File: src/hw/rtl/nmea_chk_pkg.sv
// ----------------------------------------------------------------------------
// nmea_chk_pkg
// Shared codes, character constants and helpers for the NMEA sentence checker.
// ----------------------------------------------------------------------------
package nmea_chk_pkg;

  // ASCII characters of interest
  localparam logic [7:0] CH_CR     = 8'h0D;
  localparam logic [7:0] CH_LF     = 8'h0A;
  localparam logic [7:0] CH_DOLLAR = 8'h24;
  localparam logic [7:0] CH_STAR   = 8'h2A;
  localparam logic [7:0] CH_COMMA  = 8'h2C;
  localparam logic [7:0] CH_SPACE  = 8'h20;
  localparam logic [7:0] CH_TILDE  = 8'h7E;

  // Three-character type tags as seen in the sliding window
  localparam logic [23:0] WIN_GGA = 24'h474741;
  localparam logic [23:0] WIN_RMC = 24'h524D43;
  localparam logic [23:0] WIN_GSA = 24'h475341;
  localparam logic [23:0] WIN_GSV = 24'h475356;

  // Sentence kind codes
  localparam logic [2:0] KIND_OTHER = 3'd0;
  localparam logic [2:0] KIND_GGA   = 3'd1;
  localparam logic [2:0] KIND_RMC   = 3'd2;
  localparam logic [2:0] KIND_GSA   = 3'd3;
  localparam logic [2:0] KIND_GSV   = 3'd4;

  // Checksum status codes
  localparam logic [1:0] CS_NONE     = 2'd0;
  localparam logic [1:0] CS_MATCH    = 2'd1;
  localparam logic [1:0] CS_MISMATCH = 2'd2;

  // First-comma tracking
  typedef enum logic [1:0] {
    COMMA_NONE  = 2'd0,
    COMMA_LATE  = 2'd1,
    COMMA_EARLY = 2'd2
  } comma_t;

  // Type hit bit positions
  localparam int HIT_GGA = 0;
  localparam int HIT_RMC = 1;
  localparam int HIT_GSA = 2;
  localparam int HIT_GSV = 3;

  // Event counter slots
  localparam int EV_GGA = 0;
  localparam int EV_RMC = 1;
  localparam int EV_GSA = 2;
  localparam int EV_GSV = 3;
  localparam int EV_ERR = 4;
  localparam int EV_NUM = 5;

  // Uppercase hex character of a nibble
  function automatic logic [7:0] hex_char(input logic [3:0] n);
    logic [7:0] r;
    if (n < 4'd10) begin
      r = 8'h30 + {4'b0, n};
    end else begin
      r = 8'h41 + {4'b0, n} - 8'd10;
    end
    return r;
  endfunction

  // Map uppercase letters to lowercase, everything else unchanged
  function automatic logic [7:0] fold_case(input logic [7:0] x);
    logic [7:0] r;
    if (x >= 8'h41 && x <= 8'h5A) begin
      r = x + 8'h20;
    end else begin
      r = x;
    end
    return r;
  endfunction

endpackage

File: src/hw/rtl/nmea_sentence_checker_unit.sv
// Flow: an accepted byte waits in the input register until it is processed; a verdict
//   it causes is registered in the result register and shown on the out_ port.
// Throughput: one byte per cycle while no verdict word is stalled; the line state update is
//   combinational logic between the input register and the result register.
// Reset: synchronous, active low; clears line state, counters and valids.
// ----------------------------------------------------------------------------
// nmea_sentence_checker_unit
// Per-byte NMEA line tracker: type detection, XOR checksum check and
// wrapping event counters, one verdict per completed '$' line longer than five characters.
// ----------------------------------------------------------------------------
module nmea_sentence_checker_unit #(
  parameter int LINE_STORE        = 512,
  parameter int TYPE_PREFIX_LIMIT = 32
) (
  input  logic        clk,
  input  logic        rst_n,
  // byte input
  input  logic        in_valid,
  output logic        in_stall,
  input  logic [7:0]  in_rx_byte,
  // verdict output
  output logic        out_valid,
  input  logic        out_stall,
  output logic [2:0]  out_sentence_kind,
  output logic [1:0]  out_checksum_state,
  output logic        out_accepted,
  output logic [8:0]  out_sentence_length,
  output logic [31:0] out_gga_count,
  output logic [31:0] out_rmc_count,
  output logic [31:0] out_gsa_count,
  output logic [31:0] out_gsv_count,
  output logic [31:0] out_checksum_error_count
);
  import nmea_chk_pkg::*;

  localparam int LC_W = $clog2(LINE_STORE);
  localparam logic [LC_W-1:0] CNT_FULL = LC_W'(LINE_STORE - 1);
  localparam logic [31:0]     PFX_LAST = 32'(TYPE_PREFIX_LIMIT - 1);

  // input register
  logic            in_vld_r;
  logic [7:0]      in_byte_r;

  // line state
  logic [LC_W-1:0] cnt_r,    cnt_nxt;
  logic            dollar_r, dollar_nxt;
  logic [7:0]      xor_r,    xor_nxt;
  logic            star_r,   star_nxt;
  logic            early_r,  early_nxt;
  logic [15:0]     sum_r,    sum_nxt;
  logic [1:0]      digs_r,   digs_nxt;
  comma_t          comma_r,  comma_nxt;
  logic [23:0]     win_r,    win_nxt;
  logic [3:0]      hits_r,   hits_nxt;

  // counters and result register
  logic [31:0]     ev_r [EV_NUM];
  logic [31:0]     ev_nxt [EV_NUM];
  logic            out_vld_r;
  logic [2:0]      kind_r;
  logic [1:0]      cs_r;
  logic [8:0]      len_r;

  // handshake
  logic            proc_go;
  logic            in_take;
  logic            fire;
  logic            verdict;
  logic [2:0]      kind_c;
  logic [1:0]      cs_c;

  assign proc_go  = !out_vld_r || !out_stall;
  assign in_stall = in_vld_r && !proc_go;
  assign in_take  = in_valid && !in_stall;
  assign fire     = in_vld_r && proc_go;

  // ---- line state update for one byte ----
  always_comb begin
    logic [7:0]      c;
    logic            is_print;
    logic            do_hold;
    logic            do_clear;
    logic [LC_W-1:0] b_cnt;
    logic            b_dollar;
    logic [7:0]      b_xor;
    logic            b_star;
    logic            b_early;
    logic [15:0]     b_sum;
    logic [1:0]      b_digs;
    comma_t          b_comma;
    logic [23:0]     b_win;
    logic [3:0]      b_hits;
    logic [23:0]     w;
    logic [31:0]     i32;

    c        = in_byte_r;
    is_print = (c >= CH_SPACE) && (c <= CH_TILDE);
    do_hold  = 1'b0;
    do_clear = 1'b0;
    verdict  = 1'b0;

    if (fire) begin
      if (c == CH_CR) begin
        do_hold = 1'b0;
      end else if (c != CH_LF) begin
        if (cnt_r < CNT_FULL && is_print) begin
          do_hold = 1'b1;
        end else if (c == CH_DOLLAR) begin
          do_clear = 1'b1;
          do_hold  = 1'b1;
        end
      end else begin
        do_clear = 1'b1;
        verdict  = (cnt_r > LC_W'(5)) && dollar_r;
      end
    end

    // starting point: current line or an empty one
    if (do_clear) begin
      b_cnt = '0; b_dollar = 1'b0; b_xor = '0; b_star = 1'b0; b_early = 1'b0;
      b_sum = '0; b_digs = '0; b_comma = COMMA_NONE; b_win = '0; b_hits = '0;
    end else begin
      b_cnt = cnt_r; b_dollar = dollar_r; b_xor = xor_r; b_star = star_r;
      b_early = early_r; b_sum = sum_r; b_digs = digs_r; b_comma = comma_r;
      b_win = win_r; b_hits = hits_r;
    end

    cnt_nxt = b_cnt; dollar_nxt = b_dollar; xor_nxt = b_xor; star_nxt = b_star;
    early_nxt = b_early; sum_nxt = b_sum; digs_nxt = b_digs; comma_nxt = b_comma;
    win_nxt = b_win; hits_nxt = b_hits;

    w   = {b_win[15:0], c};
    i32 = 32'(b_cnt);

    if (do_hold) begin
      if (b_cnt == '0 && c == CH_DOLLAR) dollar_nxt = 1'b1;
      win_nxt = w;
      // checksum body and the two digits after the first '*'
      if (!b_star) begin
        if (c == CH_STAR) begin
          star_nxt  = 1'b1;
          early_nxt = (i32 < 32'd4);
        end else if (i32 >= 32'd1) begin
          xor_nxt = b_xor ^ c;
        end
      end else if (b_digs < 2'd2) begin
        sum_nxt  = {b_sum[7:0], c};
        digs_nxt = b_digs + 2'd1;
      end
      // type prefix scan up to the first comma
      if (b_comma == COMMA_NONE) begin
        if (c == CH_COMMA) begin
          comma_nxt = (i32 >= 32'd5) ? COMMA_LATE : COMMA_EARLY;
        end else if (i32 >= 32'd3 && i32 <= PFX_LAST) begin
          if (w == WIN_GGA) hits_nxt[HIT_GGA] = 1'b1;
          if (w == WIN_RMC) hits_nxt[HIT_RMC] = 1'b1;
          if (w == WIN_GSA) hits_nxt[HIT_GSA] = 1'b1;
          if (w == WIN_GSV) hits_nxt[HIT_GSV] = 1'b1;
        end
      end
      cnt_nxt = b_cnt + LC_W'(1);
    end
  end

  // ---- verdict of the completed line ----
  always_comb begin
    logic ok;
    kind_c = KIND_OTHER;
    if (comma_r == COMMA_LATE) begin
      priority if (hits_r[HIT_GGA]) kind_c = KIND_GGA;
      else if (hits_r[HIT_RMC])     kind_c = KIND_RMC;
      else if (hits_r[HIT_GSA])     kind_c = KIND_GSA;
      else if (hits_r[HIT_GSV])     kind_c = KIND_GSV;
      else                          kind_c = KIND_OTHER;
    end
    ok = (fold_case(sum_r[15:8]) == fold_case(hex_char(xor_r[7:4]))) &&
         (fold_case(sum_r[7:0])  == fold_case(hex_char(xor_r[3:0])));
    if (star_r && !early_r && digs_r == 2'd2) begin
      cs_c = ok ? CS_MATCH : CS_MISMATCH;
    end else begin
      cs_c = CS_NONE;
    end
  end

  // ---- counter update ----
  always_comb begin
    for (int k = 0; k < EV_NUM; k++) ev_nxt[k] = ev_r[k];
    if (verdict) begin
      if (kind_c == KIND_GGA) ev_nxt[EV_GGA] = ev_r[EV_GGA] + 32'd1;
      if (kind_c == KIND_RMC) ev_nxt[EV_RMC] = ev_r[EV_RMC] + 32'd1;
      if (kind_c == KIND_GSA) ev_nxt[EV_GSA] = ev_r[EV_GSA] + 32'd1;
      if (kind_c == KIND_GSV) ev_nxt[EV_GSV] = ev_r[EV_GSV] + 32'd1;
      if (cs_c == CS_MISMATCH) ev_nxt[EV_ERR] = ev_r[EV_ERR] + 32'd1;
    end
  end

  // ---- registers ----
  always_ff @(posedge clk) begin
    if (!rst_n) begin
      in_vld_r  <= 1'b0;
      out_vld_r <= 1'b0;
      cnt_r     <= '0;
      dollar_r  <= 1'b0;
      xor_r     <= '0;
      star_r    <= 1'b0;
      early_r   <= 1'b0;
      sum_r     <= '0;
      digs_r    <= '0;
      comma_r   <= COMMA_NONE;
      win_r     <= '0;
      hits_r    <= '0;
      for (int k = 0; k < EV_NUM; k++) ev_r[k] <= '0;
    end else begin
      // input register
      if (in_take) begin
        in_vld_r <= 1'b1;
      end else if (proc_go) begin
        in_vld_r <= 1'b0;
      end
      // result register valid
      if (verdict) begin
        out_vld_r <= 1'b1;
      end else if (!out_stall) begin
        out_vld_r <= 1'b0;
      end
      cnt_r    <= cnt_nxt;
      dollar_r <= dollar_nxt;
      xor_r    <= xor_nxt;
      star_r   <= star_nxt;
      early_r  <= early_nxt;
      sum_r    <= sum_nxt;
      digs_r   <= digs_nxt;
      comma_r  <= comma_nxt;
      win_r    <= win_nxt;
      hits_r   <= hits_nxt;
      for (int k = 0; k < EV_NUM; k++) ev_r[k] <= ev_nxt[k];
    end
  end

  // payload registers
  always_ff @(posedge clk) begin
    if (in_take) in_byte_r <= in_rx_byte;
    if (verdict) begin
      kind_r <= kind_c;
      cs_r   <= cs_c;
      len_r  <= 9'({{9{1'b0}}, cnt_r});
    end
  end

  assign out_valid                = out_vld_r;
  assign out_sentence_kind        = kind_r;
  assign out_checksum_state       = cs_r;
  assign out_accepted             = (cs_r != CS_MISMATCH);
  assign out_sentence_length      = len_r;
  assign out_gga_count            = ev_r[EV_GGA];
  assign out_rmc_count            = ev_r[EV_RMC];
  assign out_gsa_count            = ev_r[EV_GSA];
  assign out_gsv_count            = ev_r[EV_GSV];
  assign out_checksum_error_count = ev_r[EV_ERR];

endmodule

File: config.mk
export PLATFORM = sky130hd
export DESIGN_NAME = nmea_sentence_checker_unit
export DESIGN_NICKNAME = d
export VERILOG_FILES = /design/src/hw/rtl/nmea_chk_pkg.sv /design/src/hw/rtl/nmea_sentence_checker_unit.sv
export SDC_FILE = /design/constraint.sdc
export NUM_CORES = 1
export LEC_CHECK = 0
export ABC_CLOCK_PERIOD_IN_PS = 5300
export BUFFER_PORTS_ARGS = -buffer_cell sky130_fd_sc_hd__buf_4
export CORE_AREA = 5 5 152 212
export DETAILED_ROUTE_END_ITERATION = 10
export DIE_AREA = 0 0 157 217
export GPL_ROUTABILITY_DRIVEN = 0
export SYNTH_ARGS = -nofsm -noshare
export SYNTH_HDL_FRONTEND = slang
export SYNTH_SLANG_ARGS = --single-unit
File: constraint.sdc
create_clock -name clk -period 5.3 [get_ports clk]
set_clock_uncertainty 0.05 [all_clocks]
set_input_delay 1.06 -clock clk [delete_from_list [all_inputs] [get_ports clk]]
set_output_delay 1.06 -clock clk [all_outputs]
set_load 0.005 [all_outputs]
; ---- Yosys cells after proc, flatten, opt, wreduce, memory -nomap -nowiden
; Memories as Yosys holds them, arrays and structs flattened.
; Index checks and enable logic that the tools add are counted.
[totals]
ram_bits = 160
latch_bits = 0
input_bits = 12
register_bits = 84
mem_bits_ro = 0
memories = 1
[mem_list]
columns = memory, depth, width, read_ports, rd_clocked_by_memory_dff, write_ports, line
row1 = ev_r, 5, 32, 5, 0, 5, nmea_sentence_checker_unit.sv:57  ; logic [31:0] ev_r [EV_NUM];
[classes]
multipliers = 0
addsub = 17
order_cmp = 20
n_eq_ne = 20
shifts = 0
n_mux = 84
reduce_logical = 24
bitwise_logic = 6
n_div = 0
[ops]
columns = op, n
row1 = $mux W32, 10
row2 = $add A32 B1 Y32 const B, 5
row3 = $mux W160, 1
row4 = $eq A24 B23 Y1 const B, 4
row5 = $mux W16, 6
row6 = $mux W8, 11
row7 = $le A8 B7 Y1 const B, 5
row8 = $mux W1, 33
row9 = $add A8 B6 Y8 const B, 4
row10 = $ge A8 B7 Y1 const B, 4
row11 = $eq A8 B6 Y1 const B, 3
row12 = $mux W2, 11
row13 = $mux W4, 5
row14 = $mux W9, 2
row15 = $add A7 B4 Y8 const A, 2
row16 = $eq A8 B8 Y1, 2
row17 = $sub A8 B4 Y8 const B, 2
row18 = $logic_and A1 B1 Y1, 15
row19 = $mux W3, 5
row20 = $add A6 B4 Y7 const A, 2
row21 = $add A9 B1 Y9 const B, 1
row22 = $ge A9 B1 Y1 const B, 1
row23 = $ge A9 B2 Y1 const B, 1
row24 = $ge A9 B3 Y1 const B, 1
row25 = 24 further kinds, 35

; ---- Depth between registers and ports, before layout
[depth]
ltp_word = 14
depth_mapped = 15

; ---- Worst setup path after synthesis
; Ideal clock, no wire load.
[synth_path]
path_kind = input-to-reg
start = input port out_stall
end = register hits_r[0]
arrival_time_ns = 3.343
cell_stages = 12
setup_ns = 0.074
path_slack_ns = 1.833
required_time_ns = 5.176
n_path_buf = 2
cell_sequence = a221o_2 -> a21o_1 -> clkbuf_1 -> clkbuf_1 -> nand2_1 -> inv_1 -> ha_1 -> nor2_1 -> a2111oi_0 -> nand4_1 -> or3_1 -> o21ai_0
[synth_via]
elab_chain_len = 11
[synth_lines]
columns = item, line
row1 = "start, declared", nmea_sentence_checker_unit.sv:23  ; input logic out_stall,
row2 = $logic_not A1 Y1 *, --
row3 = $logic_or A1 B1 Y1 *, nmea_sentence_checker_unit.sv:72  ; assign proc_go = !out_vld_r || !out_stall;
row4 = $logic_and A1 B1 Y1 *, nmea_sentence_checker_unit.sv:75  ; assign fire = in_vld_r && proc_go;
row5 = $mux W1, nmea_sentence_checker_unit.sv:102  ; if (fire) begin
row6 = $mux W9 / $mux W16 (equally long branches), nmea_sentence_checker_unit.sv:119  ; if (do_clear) begin
row7 = $ge A9 B2 Y1 (tied with other cells), nmea_sentence_checker_unit.sv:154  ; end else if (i32 >= 32'd3 && i32 <= PFX_LAST) begin
row8 = $logic_and A1 B1 Y1 / $mux W1 (equally long branches), "nmea_sentence_checker_unit.sv:154, nmea_sentence_checker_unit.sv:155"
row9 = $mux W4, nmea_sentence_checker_unit.sv:154
row10 = $mux W4, nmea_sentence_checker_unit.sv:152  ; if (c == CH_COMMA) begin
row11 = $mux W4, nmea_sentence_checker_unit.sv:151  ; if (b_comma == COMMA_NONE) begin
row12 = $mux W4 *, nmea_sentence_checker_unit.sv:135  ; if (do_hold) begin
row13 = "end signal, assigned", nmea_sentence_checker_unit.sv:235  ; hits_r <= hits_nxt;
row14 = "end, declared", nmea_sentence_checker_unit.sv:54  ; logic [3:0] hits_r, hits_nxt;
; Every way passes the cells marked *; elsewhere a longest branch is shown, timed or not.
; A chain may end at the register's enable or synchronous reset.

; ---- Final worst setup path
[layout_path]
start = register in_byte_r[6]
end = register sum_r[4]
[layout_via]
elab_chain_len = 12
[layout_lines]
columns = item, line
row1 = "start, declared", nmea_sentence_checker_unit.sv:42  ; logic [7:0] in_byte_r;
row2 = "start signal, assigned", nmea_sentence_checker_unit.sv:242  ; if (in_take) in_byte_r <= in_rx_byte;
row3 = $ge A8 B6 Y1 / $le A8 B7 Y1 (equally long branches), nmea_sentence_checker_unit.sv:97  ; is_print = (c >= CH_SPACE) && (c <= CH_TILDE);
row4 = $logic_and A1 B1 Y1, nmea_sentence_checker_unit.sv:97
row5 = $logic_and A1 B1 Y1, nmea_sentence_checker_unit.sv:106  ; if (cnt_r < CNT_FULL && is_print) begin
row6 = $mux W1, nmea_sentence_checker_unit.sv:106
row7 = $mux W1, nmea_sentence_checker_unit.sv:105  ; end else if (c != CH_LF) begin
row8 = $mux W1, nmea_sentence_checker_unit.sv:103  ; if (c == CH_CR) begin
row9 = $mux W1, nmea_sentence_checker_unit.sv:102
row10 = $mux W2, nmea_sentence_checker_unit.sv:119
row11 = $lt A2 B2 Y1, nmea_sentence_checker_unit.sv:146  ; end else if (b_digs < 2'd2) begin
row12 = $mux W16, nmea_sentence_checker_unit.sv:146
row13 = $mux W16, nmea_sentence_checker_unit.sv:139  ; if (!b_star) begin
row14 = $mux W16 *, nmea_sentence_checker_unit.sv:135
row15 = "end signal, assigned", nmea_sentence_checker_unit.sv:231  ; sum_r <= sum_nxt;
row16 = "end, declared", nmea_sentence_checker_unit.sv:50  ; logic [15:0] sum_r, sum_nxt;
; Marks and branches as above.

==> summary.md <==
| Metric | Value |
|---|---|
| Die H | 217 um |
| RSZ-0062 raised after global routing | false |
| Kind of critical path | reg2reg |
| Async set or reset register ratio after synthesis | 0 |
| Yosys reg bits | 244 |
| Antenna cells | 0 |
| Final ANT Viol Nets | 0 |
| Setup bufs post-CTS | 0 |
| Starting Density | 0.3954 |
| Worst skew pair latency | 540 ps |
| Layout cells sized above 1 | 0.1684 |
| Top-area cell type share of the netlist area | 0.3755 |
| Hold Crit Class | reg2reg |
| Final count of pins violating max slew | 0 |
| Post-synthesis compound-gate area fraction | 0.1050 |
| Tmin final | 3749 ps |
| Measured slew at the worst slew-check pin | 1077 ps |
| Post-Syn Area per Cell | 8.853 um2 |
| Max-slew headroom | 0.2786 |
| Antenna violations before repair | 0 |
| Post-synthesis sequential area ratio | 0.4313 |
| Syn Nets | 1,363 |
| Vias in the first global route | 9,569 |
| First-pass GRT wire length | 49,170 um |
| CTS H-tree depth | 1 |
| Net switching fraction of the power | 0.2044 |
| Row count | 75 |
| Post-route insts no fill | 1,899 |
| DRC | 0 |
| Layout area overhead | 21.91% |
| DR vias/cell | 5.208 |
| CP most frequent cell | nand2_1 |
| Yosys Warn Count | 0 |
| Crit-path max cell delay | 900 ps |
| WL/cell | 15.53 um |
| Mux share of post-synthesis cell area | 0.01438 |
| Max Clk Rate | 266.8 MHz |
| Final hold violations | 0 |
| CTS tree | yes |
| Outcome | complete, no violations |
| Layout net count | 1,521 |
| WP data arrival | 4160 ps |
| Fill cells | 2,867 |
| Cell taking the most area after synthesis | dfxtp_1 |
| Main combinational cell family by area after synthesis | simple AND/OR/NAND/NOR gates |
| Synth Area in Simple Gates | 0.3069 |
| Synth cell types | 67 |
| Clock Sinks | 244 |
| Clock power frac | 0.497 |
| Top post-synthesis cells by area | dfxtp_1 (38%), and2_1 (6.1%), xnor2_1 (5.6%), edfxtp_1 (5.6%), nand2_1 (5.2%) |
| Switching power | 791.7 uW |
| DRT Pass-1 Iters | 5 |
| Num CTS Buffers | 26 |
| Crit path cell chain | or4b_2 -> nor4_2 -> o21ba_2 -> nand2_1 -> nor3b_2 -> nand2_1 -> a21boi_0 |
| Detailed Route WL | 29,490 um |
| Gate power share | 0.018 |
| EDFF count, synth | 22 |
| Deepest clock path buffer count | 3 |
| Root buffer cell | clkbuf_16 |
| CP max-delay cell | nor3b_2 |
| Setup_tns | 0 ps |
| DP HPWL | 20,980 um |
| Clk pin slew, worst setup/hold paths | 60 ps |
| # setup viols final | 0 |
| Port Buffer Count | 188 |
| Max cap viols | 0 |
| Static leakage | 0.005638 uW |
| Full die area | 34,070 um2 |
| Startpoint types | register |
| Adder-Cell Fraction of Synth Area | 0.01480 |
| P per Cell Area | 268.4 nW/um2 |
| Hold_ws | 405.8 ps |
| Flop pwr share | 0.485 |
| Internal power | 3081 uW |
| Mapped Cells | 1,337 |
| CTS Hold Bufs | 0 |
| Overflow after GRT | 0 |
| Post-layout util | 0.4820 |
| Overall global routing resource usage | 0.1703 |
| Initial drt markers | 398 |
| Post-Synth XOR/XNOR Area | 0.09397 |
| Via count | 9,890 |
| Top_reg_cell synth | dfxtp_1 |
| Max FO, Critical Path | 25 |
| Largest net degree at the start of global routing | 98 |
| Pre-CTS WS | 1391 ps |
| Core area | 29,940 um2 |
| Io pins | 189 |
| Worst Setup Slack, final | 1551 ps |
| Nature of the critical path endpoint | register |
| VDD IR max | 0.2582 mV |
| Post_cts resized | 0 |
| Period Utilization, post-route | 0.7073 |
| Worst EP required | 5710 ps |
| Die width | 157 um |
| Cell Area, Synth | 11,840 um2 |
| Cells after DPL | 1,852 |
[logic make-up (layout without fill, tap and decap cells)]
family / count (synthesis) / count (layout)
multiplexers: 17 / 17
flip-flops: 244 / 244
adder cells (fa/ha/maj): 14 / 14
AO/OA/AOI/OAI: 177 / 177
buffers and inverters: 99 / 276
XOR/XNOR: 127 / 127
AND/OR/NAND/NOR: 659 / 659
[flip-flops by register name, summed over array words and instances (netlist names)]
| signal | count |
|---|---|
| dollar_r | 1 |
| early_r | 1 |
| out_sentence_kind | 3 |
| ev_r | 160 |
| win_r | 16 |
| out_checksum_state | 2 |
| in_byte_r | 8 |
| comma_r | 2 |
| xor_r | 8 |
| digs_r | 2 |
| star_r | 1 |
| sum_r | 16 |
| out_valid | 1 |
| in_vld_r | 1 |
| out_sentence_length | 9 |
| hits_r | 4 |
| cnt_r | 9 |
[Yosys cell counts (all sizes together) (4+ instances only)]
cell and n:
o211ai 7, buf 14, nor2b 26, nor4 22, xnor2 76, nor3b 6, nand4b 4, mux2i 17
inv 33, nor2 45, nor4b 5, ha 14, a21boi 42, xor2 51, o21ai 31, or3 26
nand4 36, clkbuf 52, nand3 83, a31oi 5, nand2b 33, nor3 21, o21a 9, o41ai 12
and3 43, a21oi 26, edfxtp 22, and4 12, o311ai 15, dfxtp 222, and2 116, o31ai 9
nand2 164, or4 6, a21o 4
[stage by stage]
| stage | total power (uW) | area, um2 |
|---|---|---|
| 2_1_floorplan | 1967 | 11840 |
| 5_1_grt | 4014 | 14430 |
| 6_report | 3873 | 14430 |
| 3_5_place_dp | 1991 | 13510 |
| 3_3_place_gp | 1989 | 13510 |
| 4_1_cts | 3942 | 14430 |
[final cells by class]
| class | instances | area [um2] | area share |
|---|---|---|---|
| clock buffers | 42 | 813.3 | 0.05636 |
| repair buffers | 196 | 1471 | 0.1020 |
| clock inverters | 5 | 102.6 | 0.007110 |
| flip-flops and latches | 244 | 5105 | 0.3538 |
| multi-input cells | 994 | 6332 | 0.4388 |
| well taps | 385 | 481.7 | 0.03338 |
| inverters | 33 | 123.9 | 0.008584 |
[power by group through the flow]
stage / clock (uW) / combinational (uW) / sequential [uW]
after floorplan: 0 / 57.0 / 1910
after global placement: 0 / 69.9 / 1920
after detailed placement: 0 / 71.0 / 1920
after CTS: 1990 / 71.1 / 1880
after global routing: 2060 / 78.1 / 1880
final: 1930 / 69.5 / 1880
[path summary, 6_finish.rpt]
kind / slack (ps) / cells past startpoint / start / to
setup / recovery: 1550 / 7 / in_byte_r[6]$_DFFE_PP_ / sum_r[4]$_SDFF_PN0_
setup reg to reg: 1550 / 7 / in_byte_r[6]$_DFFE_PP_ / sum_r[4]$_SDFF_PN0_
hold / removal: 410 / 2 / win_r[11]$_SDFF_PN0_ / win_r[11]$_SDFF_PN0_
hold reg to reg: 410 / 2 / win_r[11]$_SDFF_PN0_ / win_r[11]$_SDFF_PN0_
[worst max-delay path: cells and delay by family, from the launching register on]
family | cells | cell delay, ps
DFF | 1 | 550
and+or+nand+nor | 5 | 2360
AOI/OAI and AO/OA | 2 | 710
[layout by cell type (no fill, tap or decap), types with 31 or more instances in the layout]
master	netlist	final
dfxtp_1	222	222
buf_4	0	196
nand2_1	164	164
and2_1	116	116
nand3_1	83	83
xnor2_1	76	76
xor2_1	51	51
nor2_1	44	44
and3_1	43	43
a21boi_0	38	38
nand4_1	36	36
inv_1	33	33
nand2b_1	33	33
o21ai_0	31	31
[routing by layer]
layer  vias up  global-route usage  share of wire
met3        39             0.03915          0.061
met2       176              0.2983           0.49
met1      4684              0.2100           0.43
li1       4991                   -              -
met5         -                   0              0
met4         0             0.04399          0.019
Note: power is estimated with default switching activity, not from simulation.
